**config.mk**
```make
export PLATFORM = sky130hd
export DESIGN_NAME = tli_ctrl
export DESIGN_NICKNAME = d
export VERILOG_FILES = /design/src/rtl/tli_pkg.sv /design/src/rtl/tli_ctrl.sv
export SDC_FILE = /design/constraint.sdc
export NUM_CORES = 1
export LEC_CHECK = 0
export BUFFER_PORTS_ARGS = -buffer_cell sky130_fd_sc_hd__buf_4
export CORE_AREA = 2 2 39 41
export DETAILED_ROUTE_END_ITERATION = 8
export DIE_AREA = 0 0 41 43
export GPL_TIMING_DRIVEN = 0
export PLACE_DENSITY = 0.64
export SLEW_MARGIN = 10
export SYNTH_ARGS = -nofsm -noshare
export SYNTH_HDL_FRONTEND = slang
export SYNTH_SLANG_ARGS = --single-unit
```
**constraint.sdc**
```tcl
create_clock -name aclk -period 1.83 [get_ports aclk]
set_clock_uncertainty 0.2 [all_clocks]
set_input_delay 0.183 -clock aclk [delete_from_list [all_inputs] [get_ports aclk]]
set_output_delay 0.183 -clock aclk [all_outputs]
set_load 0.005 [all_outputs]
```
**src/rtl/tli_pkg.sv**
```systemverilog
// shared types and constants for the table linear interpolator
// no dependencies; imported by the controller, the datapath and the top level
`default_nettype none

package tli_pkg;

    // storage dimensions
    localparam int GRID_POINTS = 64;
    localparam int WAVES       = 16;
    localparam int GRID_AW     = $clog2(GRID_POINTS);
    localparam int WAVE_AW     = $clog2(WAVES);
    localparam int COEF_AW     = GRID_AW + WAVE_AW;

    // configuration registers
    localparam int CFG_IDX_W = 2;
    localparam int CFG_DW    = 7;
    localparam logic [CFG_IDX_W-1:0] CFG_POINTS = 2'd0;
    localparam logic [CFG_IDX_W-1:0] CFG_WAVES  = 2'd1;
    localparam logic [6:0] POINTS_RESET = 7'd64;
    localparam logic [4:0] WAVES_RESET  = 5'd16;

    // serial arithmetic step counts
    localparam int MUL_STEPS = 33;
    localparam int DIV_STEPS = 66;
    localparam int CNT_W     = 7;

    // item kinds
    typedef enum logic [1:0] {
        CMD_WR_GRID = 2'd0,
        CMD_WR_COEF = 2'd1,
        CMD_QUERY   = 2'd2,
        CMD_NONE    = 2'd3
    } cmd_code_t;

    // result status codes
    localparam logic [1:0] ST_OK        = 2'd0;
    localparam logic [1:0] ST_ZERO_SEG  = 2'd1;
    localparam logic [1:0] ST_SATURATED = 2'd2;
    localparam logic [1:0] ST_BAD_WAVE  = 2'd3;

    typedef enum logic [3:0] {
        S_IDLE,
        S_SCAN_RD,
        S_SCAN_CMP,
        S_FETCH0,
        S_FETCH1,
        S_FETCH2,
        S_DIFF,
        S_MUL,
        S_DIV,
        S_FIN
    } state_t;

    typedef enum logic [1:0] {
        RD_IE,
        RD_LO,
        RD_HI
    } rd_sel_t;

    // controller to datapath
    typedef struct packed {
        logic    accept;
        logic    ie_inc;
        rd_sel_t rd_sel;
        logic    cap_lo;
        logic    cap_hi;
        logic    diff_load;
        logic    mul_step;
        logic    div_step;
        logic    out_load;
    } dp_cmd_t;

    // datapath to controller
    typedef struct packed {
        logic wave_bad;
        logic ie_last;
        logic grid_gt;
        logic de_zero;
        logic mul_last;
        logic div_last;
        logic out_free;
    } dp_stat_t;

endpackage

`default_nettype wire

```
**src/rtl/tli_ctrl.sv**
```systemverilog
// controller state machine: sequences search, fetch, multiply, divide and output
// depends on tli_pkg
`default_nettype none

module tli_ctrl import tli_pkg::*; (
    input  wire logic      aclk,
    input  wire logic      aresetn,
    input  wire logic      in_valid,
    input  wire logic [1:0] in_command,
    output logic           in_ready,
    output dp_cmd_t        cmd,
    input  dp_stat_t       stat
);

    state_t state_reg, state_next;

    // state register
    always_ff @(posedge aclk) begin
        if (!aresetn) begin
            state_reg <= S_IDLE;
        end else begin
            state_reg <= state_next;
        end
    end

    // next state and commands
    always_comb begin
        state_next   = state_reg;
        cmd          = '0;
        cmd.rd_sel   = RD_IE;
        in_ready     = 1'b0;
        unique case (state_reg)
            S_IDLE: begin
                in_ready   = 1'b1;
                cmd.accept = in_valid;
                if (in_valid && (cmd_code_t'(in_command) == CMD_QUERY)) begin
                    state_next = S_SCAN_RD;
                end
            end
            S_SCAN_RD: begin
                cmd.rd_sel = RD_IE;
                if (stat.wave_bad) begin
                    state_next = S_FIN;
                end else if (stat.ie_last) begin
                    state_next = S_FETCH0;
                end else begin
                    state_next = S_SCAN_CMP;
                end
            end
            S_SCAN_CMP: begin
                if (stat.grid_gt) begin
                    state_next = S_FETCH0;
                end else begin
                    cmd.ie_inc = 1'b1;
                    state_next = S_SCAN_RD;
                end
            end
            S_FETCH0: begin
                cmd.rd_sel = RD_LO;
                state_next = S_FETCH1;
            end
            S_FETCH1: begin
                cmd.rd_sel = RD_HI;
                cmd.cap_lo = 1'b1;
                state_next = S_FETCH2;
            end
            S_FETCH2: begin
                cmd.cap_hi = 1'b1;
                state_next = S_DIFF;
            end
            S_DIFF: begin
                cmd.diff_load = 1'b1;
                state_next    = stat.de_zero ? S_FIN : S_MUL;
            end
            S_MUL: begin
                cmd.mul_step = 1'b1;
                if (stat.mul_last) begin
                    state_next = S_DIV;
                end
            end
            S_DIV: begin
                cmd.div_step = 1'b1;
                if (stat.div_last) begin
                    state_next = S_FIN;
                end
            end
            S_FIN: begin
                if (stat.out_free) begin
                    cmd.out_load = 1'b1;
                    state_next   = S_IDLE;
                end
            end
            default: begin
                state_next = S_IDLE;
            end
        endcase
    end

endmodule

`default_nettype wire

```
==> results of run 1 <==
## final timing paths
kind                                   from  cells past startpoint  slack [ns]                        end
setup / recovery  state_reg[2]$_SDFFE_PN0P_                      5        0.07                     cmd[7]
hold / removal                      aresetn                      3        0.03  state_reg[3]$_SDFFE_PN0P_
setup reg to reg  state_reg[0]$_SDFFE_PN0P_                      5        0.19  state_reg[0]$_SDFFE_PN0P_
hold reg to reg   state_reg[3]$_SDFFE_PN0P_                      3        0.46  state_reg[3]$_SDFFE_PN0P_
## report_power, final
part	total [mW]	switching (mW)	internal [mW]	leakage [nW]
sequential	0.135	0.0229	0.112	0.0337
clock	0.105	0.0323	0.0731	0.0138
combinational	0.471	0.221	0.250	0.262
total	0.711	0.276	0.435	0.310
## layout make-up
cell class              count  area [um2]  share of cell area [%]
multi-input cells          45         320                    48.1
clock buffers               3        22.5                    3.38
well taps                  16        20.0                    3.01
plain buffers               6        43.8                    6.58
flip-flops and latches      4        82.6                    12.4
inverters                   3        11.3                    1.69
repair buffers             22         165                    24.8
## kinds of logic after synthesis
group | count (synthesis) | share of synthesized area, %
buffers and inverters | 9 | 10.6
DFF | 4 | 18.3
muxes | 2 | 5.71
AOI/OAI and AO/OA | 13 | 26.3
and+or+nand+nor | 30 | 39.1
## cells in the final DEF (no fill, tap or decap)
cell and n:
nand4bb_1 1, clkbuf_4 5, nand3b_1 1, nand2_1 6, nor2_1 7, inv_1 3
nor4_1 1, a211oi_1 2, o21ai_0 1, nor4_4 1, o211ai_1 2, nor2b_4 1
nand4b_1 1, nor3_1 5, buf_4 23, clkbuf_2 1, o32ai_1 1, buf_6 1
mux2_4 1, dfxtp_2 2, mux2i_1 1, o21bai_1 1, a21oi_1 1, o31ai_1 1
nand2b_1 3, a311oi_1 1, or3_1 1, or2_1 1, buf_2 1, a22oi_1 2
o2bb2ai_4 1, dfxtp_1 2, and2_1 1
## layer usage
layer  global-route usage, %  vias up
li1                        -      258
met5                       0        -
met1                    17.9      217
met3                    6.28        0
met4                    2.00        0
met2                    18.8       12
## metrics by stage
step,setup WS [ns],setup TNS (ns),instances
2_1_floorplan,0.261,0,58
3_3_place_gp,0.119,0,96
3_5_place_dp,0.0825,0,96
4_1_cts,0.00359,0,99
5_1_grt,-0.0345,-0.0345,99
6_report,0.0715,0,99
## worst register-to-register path, cell delays in order (launching register included)
cell and delay, ns:
dfxtp_1 0.31, buf_6 0.13, mux2_4 0.30, or3_1 0.33, nor2b_4 0.14, mux2i_1 0.11
## repair_timing
| action | 4_1_cts | 5_1_grt |
|---|---|---|
| resized for setup | 5 | 5 |
| endpoints found under the setup margin | 5 | 5 |
| cloned | 0 | 0 |
==> impl_metrics.yaml, run 1 <==
place:
  dp_hpwl_um: 847
  gp_congestion: 0.751
  placed_cell_area_um2: 623
  portBuffers: 22
critical_path:
  slowest_delay_ns: 0.40
  cp_cell_sequence: "clkbuf_4 -> nand2_1 -> nor3_1 -> buf_4 -> buf_4"
  crit_fanout: 10
  worstSetupStartpointType: "flop"
  path_buf_inv: 3
  cp_data_required_time_ns: 1.45
  worst_setup_path_end_kind: "output pin"
  timing_worst_setup_path_type: "reg2out"
  slowest_stage: "dfxtp_2"
  crit_top_cell: "buf_4"
  path_delay_family: "buffers and inverters"
  arrival_ns: 1.38
final_layout:
  drive_gt1_share_pct: 44.6
  antennaDiodeCount: 0
  finish.net_count: 97
  postLayoutCellArea_um2: 666
  syn_to_final_growth_pct: 52.0
  largest_reg_flops: 4
  utilization_pct: 48.1
  fill_cells: 153
global_routing:
  grt_pass1_wl_um: 1610
  grt_antenna_before_repair: 0
  grt_pass1_vias: 403
  gr-total-overflow: 0
  grt_max_degree: 11
  grtUsageTotal_pct: 13.1
synthesis:
  ys_seq_elements: 4
  synth.most_common_cell: "nor2_1"
  syn_area_um2: 438
  synth_top_area_share_pct: 18.3
  synth.top_cells.by_area: "dfxtp_1 18%, o2bb2ai_4 6.3%, nor2_1 6.0%, nor3_1 5.7%, nand2_1 5.1%"
  synth_edf_count: 0
  yosysSeqAreaShare_pct: 18.3
  yosysWarnings: 0
  synth_flop_cell: "dfxtp_1"
  synth_nets: 70
  yosysTopAreaCell: "dfxtp_1"
  synth_commonest_cells: "7 x nor2_1, 6 x nand2_1, 5 x nor3_1, 4 x dfxtp_1"
  syn_inst: 58
  ys_types: 31
  syn_avg_cell_area_um2: 7.55
  async_reset_ff_share_pct: 0
route:
  drc: 0
  wl_um: 1080
  drt-met1-wl_um: 562
  wl_met2_um: 458
  avgRoutedWirePerCell_um: 10.9
  top_layer: "met3"
  dr_wl_met3_um: 56
  drt_iter0_drc: 9
  viasPerCell: 4.92
  route.vias.total: 487
  drtPass1Iterations: 4
  ant_nets: 0
clock_tree:
  cts_buffers: 3
  clock_path_buffers: 2
  cts.hold.buffers_added: 0
  post_cts_buffers: 0
  clk_pin_slew_worst_paths_ns: 0.04
  htreeDepth: 1
  insertion_delay_ns: 0.23
  cts_tree: "done"
  cts-root-buf: "clkbuf_4"
  clock_sinks: 4
floorplanning:
  ios: 23
  dieArea_mm2: 0.00176
  die_width_um: 41
  die_y_um: 43
  start_util_pct: 31.6
  rows: 14
  core_area_mm2: 0.00138
outcome:
  status: "completed"
timing:
  worst_slew_pin_slew_ns: 0.312
  rsz0062_at_grt: "yes"
  max_slew_margin_pct: 79.1
  period_share_pct: 96.1
  hold_slack_ns: 0.0267
  final_hold_viol_count: 0
  layout_min_cycle_time_ns: 1.76
  slew_viol_final: 0
  setup_viol: 0
  max_freq_mhz: 569
power_and_ir_drop:
  finalPower_uw: 711
  power_density_mw_per_mm2: 1070
  p_leak_nw: 0.310
  ir_drop_v: 0.000633
flow_run:
  cap_violations: 0
hold_path:
  hold_class: "in2reg"
(Power assumes the default switching activity.)
==> inputs of run 2 (changes only) <==
--- a/config.mk
+++ b/config.mk
@@ -5,12 +5,13 @@
 export SDC_FILE = /design/constraint.sdc
 export NUM_CORES = 1
 export LEC_CHECK = 0
+export ABC_AREA = 1
 export BUFFER_PORTS_ARGS = -buffer_cell sky130_fd_sc_hd__buf_4
 export CORE_AREA = 2 2 39 41
 export DETAILED_ROUTE_END_ITERATION = 8
 export DIE_AREA = 0 0 41 43
 export GPL_TIMING_DRIVEN = 0
-export PLACE_DENSITY = 0.64
+export PLACE_DENSITY = 0.65
 export SLEW_MARGIN = 10
 export SYNTH_ARGS = -nofsm -noshare
 export SYNTH_HDL_FRONTEND = slang
==> impl_metrics.yaml, run 2 <==
floorplanning:
  ios: 23
  start_util_pct: 32.5
  die_width_um: 41
  core_area_mm2: 0.00138
  dieArea_mm2: 0.00176
  die_y_um: 43
  rows: 14
place:
  dp_hpwl_um: 910
  portBuffers: 22
  placed_cell_area_um2: 636
  gp_congestion: 0.783
clock_tree:
  post_cts_resized: 0
  clock_path_buffers: 2
  cts_tree: "done"
  insertion_delay_ns: 0.23
  cts-root-buf: "clkbuf_4"
  htreeDepth: 1
  clk_pin_slew_worst_paths_ns: 0.04
  cts_buffers: 3
  post_cts_buffers: 0
  clock_sinks: 4
  cts.hold.buffers_added: 0
synthesis:
  yosysTopAreaCell: "dfxtp_1"
  syn_inst: 76
  synth_top_area_share_pct: 17.8
  yosysWarnings: 0
  ys_types: 20
  ys_seq_elements: 4
  synth_nets: 88
  synth.top_cells.by_area: "dfxtp_1 18%, inv_1 13%, nand2_1 12%, nor2_2 8.3%, nand3_1 7.8%"
  synth_edf_count: 0
  async_reset_ff_share_pct: 0
  yosysSeqAreaShare_pct: 17.8
  synth.most_common_cell: "inv_1"
  synth_commonest_cells: "15 x inv_1, 14 x nand2_1, 7 x nand3_1, 6 x nor2_1, 6 x nor2_2"
  syn_avg_cell_area_um2: 5.93
  synth_flop_cell: "dfxtp_1"
  syn_area_um2: 450
final_layout:
  utilization_pct: 47.6
  largest_reg_flops: 4
  postLayoutCellArea_um2: 658
  multiInputGateArea_um2: 280
  drive_gt1_share_pct: 45.5
  finish.net_count: 115
  final_cell_mix: "23 x buf_4, 15 x inv_1, 14 x nand2_1"
  final_common_cell: "buf_4"
  fill_cells: 160
  antennaDiodeCount: 0
  regArea_um2: 80.1
  syn_to_final_growth_pct: 46.1
flow_run:
  cap_violations: 0
power_and_ir_drop:
  power_density_mw_per_mm2: 831
  ir_drop_v: 0.000605
  finalPower_uw: 547
  p_leak_nw: 0.383
critical_path:
  slowest_delay_ns: 0.35
  crit_fanout: 6
  slowest_stage: "dfxtp_1"
  arrival_ns: 1.27
  timing_worst_setup_path_type: "reg2out"
  cp_data_required_time_ns: 1.45
  worstSetupStartpointType: "flop"
  path_buf_inv: 1
  cp_cell_sequence: "nor2_2 -> nand3_1 -> nor2_1 -> buf_4"
  worst_setup_path_end_kind: "output pin"
  path_delay_family: "simple AND/OR/NAND/NOR gates"
global_routing:
  grt_max_degree: 9
  grt_antenna_before_repair: 0
  grt_pass1_wl_um: 1690
  grt_pass1_vias: 467
  grtUsageTotal_pct: 13.3
  gr-total-overflow: 0
outcome:
  status: "completed"
timing:
  tns_ns: 0
  rsz0062_at_grt: "no"
  max_freq_mhz: 605
  worst_slew_pin_slew_ns: 0.278
  layout_min_cycle_time_ns: 1.65
  setup_viol: 0
  period_share_pct: 90.4
  max_slew_margin_pct: 81.5
  slew_viol_final: 0
  final_hold_viol_count: 0
route:
  avgRoutedWirePerCell_um: 9.14
  drt_iter0_drc: 8
  wl_um: 1070
  ant_nets: 0
  viasPerCell: 4.58
  drtPass1Iterations: 4
  drc: 0
  route.vias.total: 536
hold_path:
  hold_class: "in2reg"
-- run 2: cell types whose count changed after synthesis, sizes merged, moves of 3 or more --
cell    previous run  this run
clkbuf             3         0
nor3               5         1
inv                3        19
nand2              6        17
nor2               7        14
a21oi              1         4
nand2b             3         0
nand3              0         9
-- run 2: cells by family (layout without fill, tap and decap cells) --
| logic type | after synthesis | in the layout | synth area share, % |
|---|---|---|---|
| and+or+nand+nor | 44 | 44 | 52.8 |
| AOI/OAI and AO/OA | 7 | 7 | 9.44 |
| DFF | 4 | 4 | 17.8 |
| buffers and inverters | 21 | 46 | 20.0 |
-- run 2: path summary, 6_finish.rpt --
kind / from / endpoint / slack (ns) / cells after the start
worst max register to register: state_reg[3]$_SDFFE_PN0P_ / state_reg[1]$_SDFFE_PN0P_ / 0.39 / 5
worst min-delay path: aresetn / state_reg[3]$_SDFFE_PN0P_ / 0.02 / 3
worst min register to register: state_reg[0]$_SDFFE_PN0P_ / state_reg[0]$_SDFFE_PN0P_ / 0.41 / 2
worst max-delay path: state_reg[3]$_SDFFE_PN0P_ / cmd[8] / 0.18 / 4
-- run 2: worst register-to-register path, stage by stage (launching register included) --
cell and delay, ns:
dfxtp_1 0.35, nor2_2 0.28, nand3_1 0.17, o21ai_1 0.19
nor2_1 0.07, a21oi_1 0.11
-- run 2: per-stage QoR --
stage	cells	worst slack [ns]	hold WS, ns
after floorplan	76	0.553	0.153
after global placement	114	0.417	0.258
after detailed placement	114	0.400	0.263
after CTS	117	0.169	0.0225
after global routing	117	0.0797	0.0570
final	117	0.176	0.0236
-- run 2: layer usage --
layer	global-route usage, %	part of all wire [%]	vias up
li1	-	-	283
met1	17.4	44	242
met2	22.5	52	11
met3	1.57	4.0	0
met4	2.00	0	0
met5	0	0	-
-- run 2: area by class of cell --
cell class	instances	area share, %
flip-flops and latches	4	12.2
plain buffers	2	2.85
inverters	19	10.8
well taps	16	3.04
repair buffers	22	25.1
multi-input cells	51	42.6
clock buffers	3	3.42
-- run 2: power breakdown --
part | switching (mW) | internal (mW)
sequential | 0.0264 | 0.104
combinational | 0.176 | 0.131
clock | 0.0348 | 0.0733
==> inputs of run 3 (changes only) <==
--- a/config.mk
+++ b/config.mk
@@ -5,13 +5,11 @@
 export SDC_FILE = /design/constraint.sdc
 export NUM_CORES = 1
 export LEC_CHECK = 0
-export ABC_AREA = 1
 export BUFFER_PORTS_ARGS = -buffer_cell sky130_fd_sc_hd__buf_4
 export CORE_AREA = 2 2 39 41
 export DETAILED_ROUTE_END_ITERATION = 8
 export DIE_AREA = 0 0 41 43
 export GPL_TIMING_DRIVEN = 0
-export PLACE_DENSITY = 0.65
 export SLEW_MARGIN = 10
 export SYNTH_ARGS = -nofsm -noshare
 export SYNTH_HDL_FRONTEND = slang
==> impl_metrics.yaml, run 3 (same netlist as run 1, synthesis figures left out) <==
floorplanning:
  dieArea_mm2: 0.00176
  die_width_um: 41
  core_area_mm2: 0.00138
  rows: 14
  start_util_pct: 31.6
  die_y_um: 43
  ios: 23
critical_path:
  crit_fanout: 10
  reg2reg_slack_ns: 0.19
  r2r_cells: 5
  cp_cell_sequence: "buf_2 -> nor4_4 -> and2_1 -> buf_4"
  cp_data_required_time_ns: 1.45
  r2r_start: "state_reg[0]$_SDFFE_PN0P_"
  worst_setup_path_end_kind: "output pin"
  arrival_ns: 1.36
  slowest_stage: "nor4_4"
  worstSetupStartpointType: "flop"
  r2r_end: "state_reg[0]$_SDFFE_PN0P_"
  timing_worst_setup_path_type: "reg2out"
  slowest_delay_ns: 0.36
clock_tree:
  clk_pin_slew_worst_paths_ns: 0.04
  htreeDepth: 1
  insertion_delay_ns: 0.24
  cts.hold.buffers_added: 0
  clock_path_buffers: 2
  cts_tree: "done"
  post_cts_buffers: 0
  cts_buffers: 3
  clock_sinks: 4
  cts-root-buf: "clkbuf_4"
final_layout:
  stdcell_count: 99
  antennaDiodeCount: 0
  drive_gt1_share_pct: 45.8
  postLayoutCellArea_um2: 671
  final_cell_mix: "23 x buf_4, 7 x nor2_1, 6 x nand2_1"
  largest_reg_flops: 4
  syn_to_final_growth_pct: 53.1
  finish.net_count: 97
  final_common_cell: "buf_4"
global_routing:
  grt_antenna_before_repair: 0
  gr-total-overflow: 0
  grtUsageTotal_pct: 14.7
  grt_max_degree: 11
  grt_pass1_wl_um: 1790
  grt_pass1_vias: 428
route:
  top_layer: "met3"
  drt_iter0_drc: 6
  drc: 0
  avgRoutedWirePerCell_um: 11.2
  viasPerCell: 5.00
  wl_met2_um: 471
  route.vias.total: 495
  dr_wl_met3_um: 97
  drt-met1-wl_um: 541
  ant_nets: 0
  drtPass1Iterations: 3
  wl_um: 1110
timing:
  hold_slack_ns: 0.0190
  period_share_pct: 95.5
  final_hold_viol_count: 0
  max_freq_mhz: 572
  worst_slew_pin_slew_ns: 0.318
  setup_viol: 0
  slew_viol_final: 0
  tns_ns: 0
  rsz0062_at_grt: "yes"
  max_slew_margin_pct: 78.6
  layout_min_cycle_time_ns: 1.75
power_and_ir_drop:
  p_int_uw: 436
  ir_drop_v: 0.000359
  p_sw_share_pct: 39.4
  power_frac_comb_pct: 65.9
  finalPower_uw: 719
  pwr-share-clk_pct: 15.6
  power_density_mw_per_mm2: 1070
  p_leak_nw: 0.314
  p_switching_uw: 283
  power_frac_seq_pct: 18.5
place:
  dp_hpwl_um: 821
  portBuffers: 22
  place_inst: 96
  gp_congestion: 0.793
  placed_cell_area_um2: 623
flow_run:
  cap_violations: 0
hold_path:
  hold_start: "aresetn"
  hold_depth: 3
  hold_class: "in2reg"
  hold_end: "state_reg[3]$_SDFFE_PN0P_"
outcome:
  status: "completed"
run 3: cell type report:
type,instances,area [um2]
repair buffers,22,165
inverters,3,11.3
flip-flops and latches,4,82.6
multi-input cells,45,325
fillers,157,713
clock buffers,3,22.5
well taps,16,20.0
plain buffers,6,43.8
run 3: metrics by stage:
stage | util (%) | setup slack, ns
2_1_floorplan | - | 0.261
3_3_place_gp | 45.0 | 0.0977
3_5_place_dp | 45.0 | 0.109
4_1_cts | 47.0 | -0.0385
5_1_grt | 48.5 | 0.00412
6_report | 48.5 | 0.0828
run 3: power groups by stage:
stage | combinational [mW] | sequential (mW) | clock [mW]
5_1_grt | 0.522 | 0.138 | 0.125
3_3_place_gp | 0.452 | 0.130 | 0
6_report | 0.474 | 0.133 | 0.112
2_1_floorplan | 0.326 | 0.126 | 0
4_1_cts | 0.455 | 0.129 | 0.120
3_5_place_dp | 0.450 | 0.130 | 0
run 3: metal layers:
| layer | vias up | track usage [%] |
|---|---|---|
| met1 | 213 | 19.2 |
| met4 | 0 | 2.00 |
| met3 | 0 | 6.28 |
| met5 | - | 0 |
| li1 | 261 | - |
| met2 | 21 | 22.5 |
run 3: how the worst max path moves through the flow:
stage | from | slack [ns] | endpoint
2_1_floorplan | state_reg[0]$_SDFFE_PN0P_ | 0.26 | state_reg[0]$_SDFFE_PN0P_
3_3_place_gp | state_reg[2]$_SDFFE_PN0P_ | 0.1 | cmd[7]
3_5_place_dp | state_reg[2]$_SDFFE_PN0P_ | 0.11 | cmd[7]
4_1_cts | state_reg[3]$_SDFFE_PN0P_ | -0.04 | cmd[9]
5_1_grt | state_reg[3]$_SDFFE_PN0P_ | 0.004 | cmd[9]
6_report | state_reg[3]$_SDFFE_PN0P_ | 0.08 | cmd[9]
run 3: timing repair:
| item | in CTS | in global routing |
|---|---|---|
| gates cloned | 0 | 0 |
| gates resized for setup | 3 | 8 |
| setup endpoints to repair | 5 | 7 |
run 3: worst max-delay path: cells and delay by family, from the launching register on:
family                 cells  cell delay (ns)
DFF                        1             0.30
buffers and inverters      2             0.28
and+or+nand+nor            2             0.53
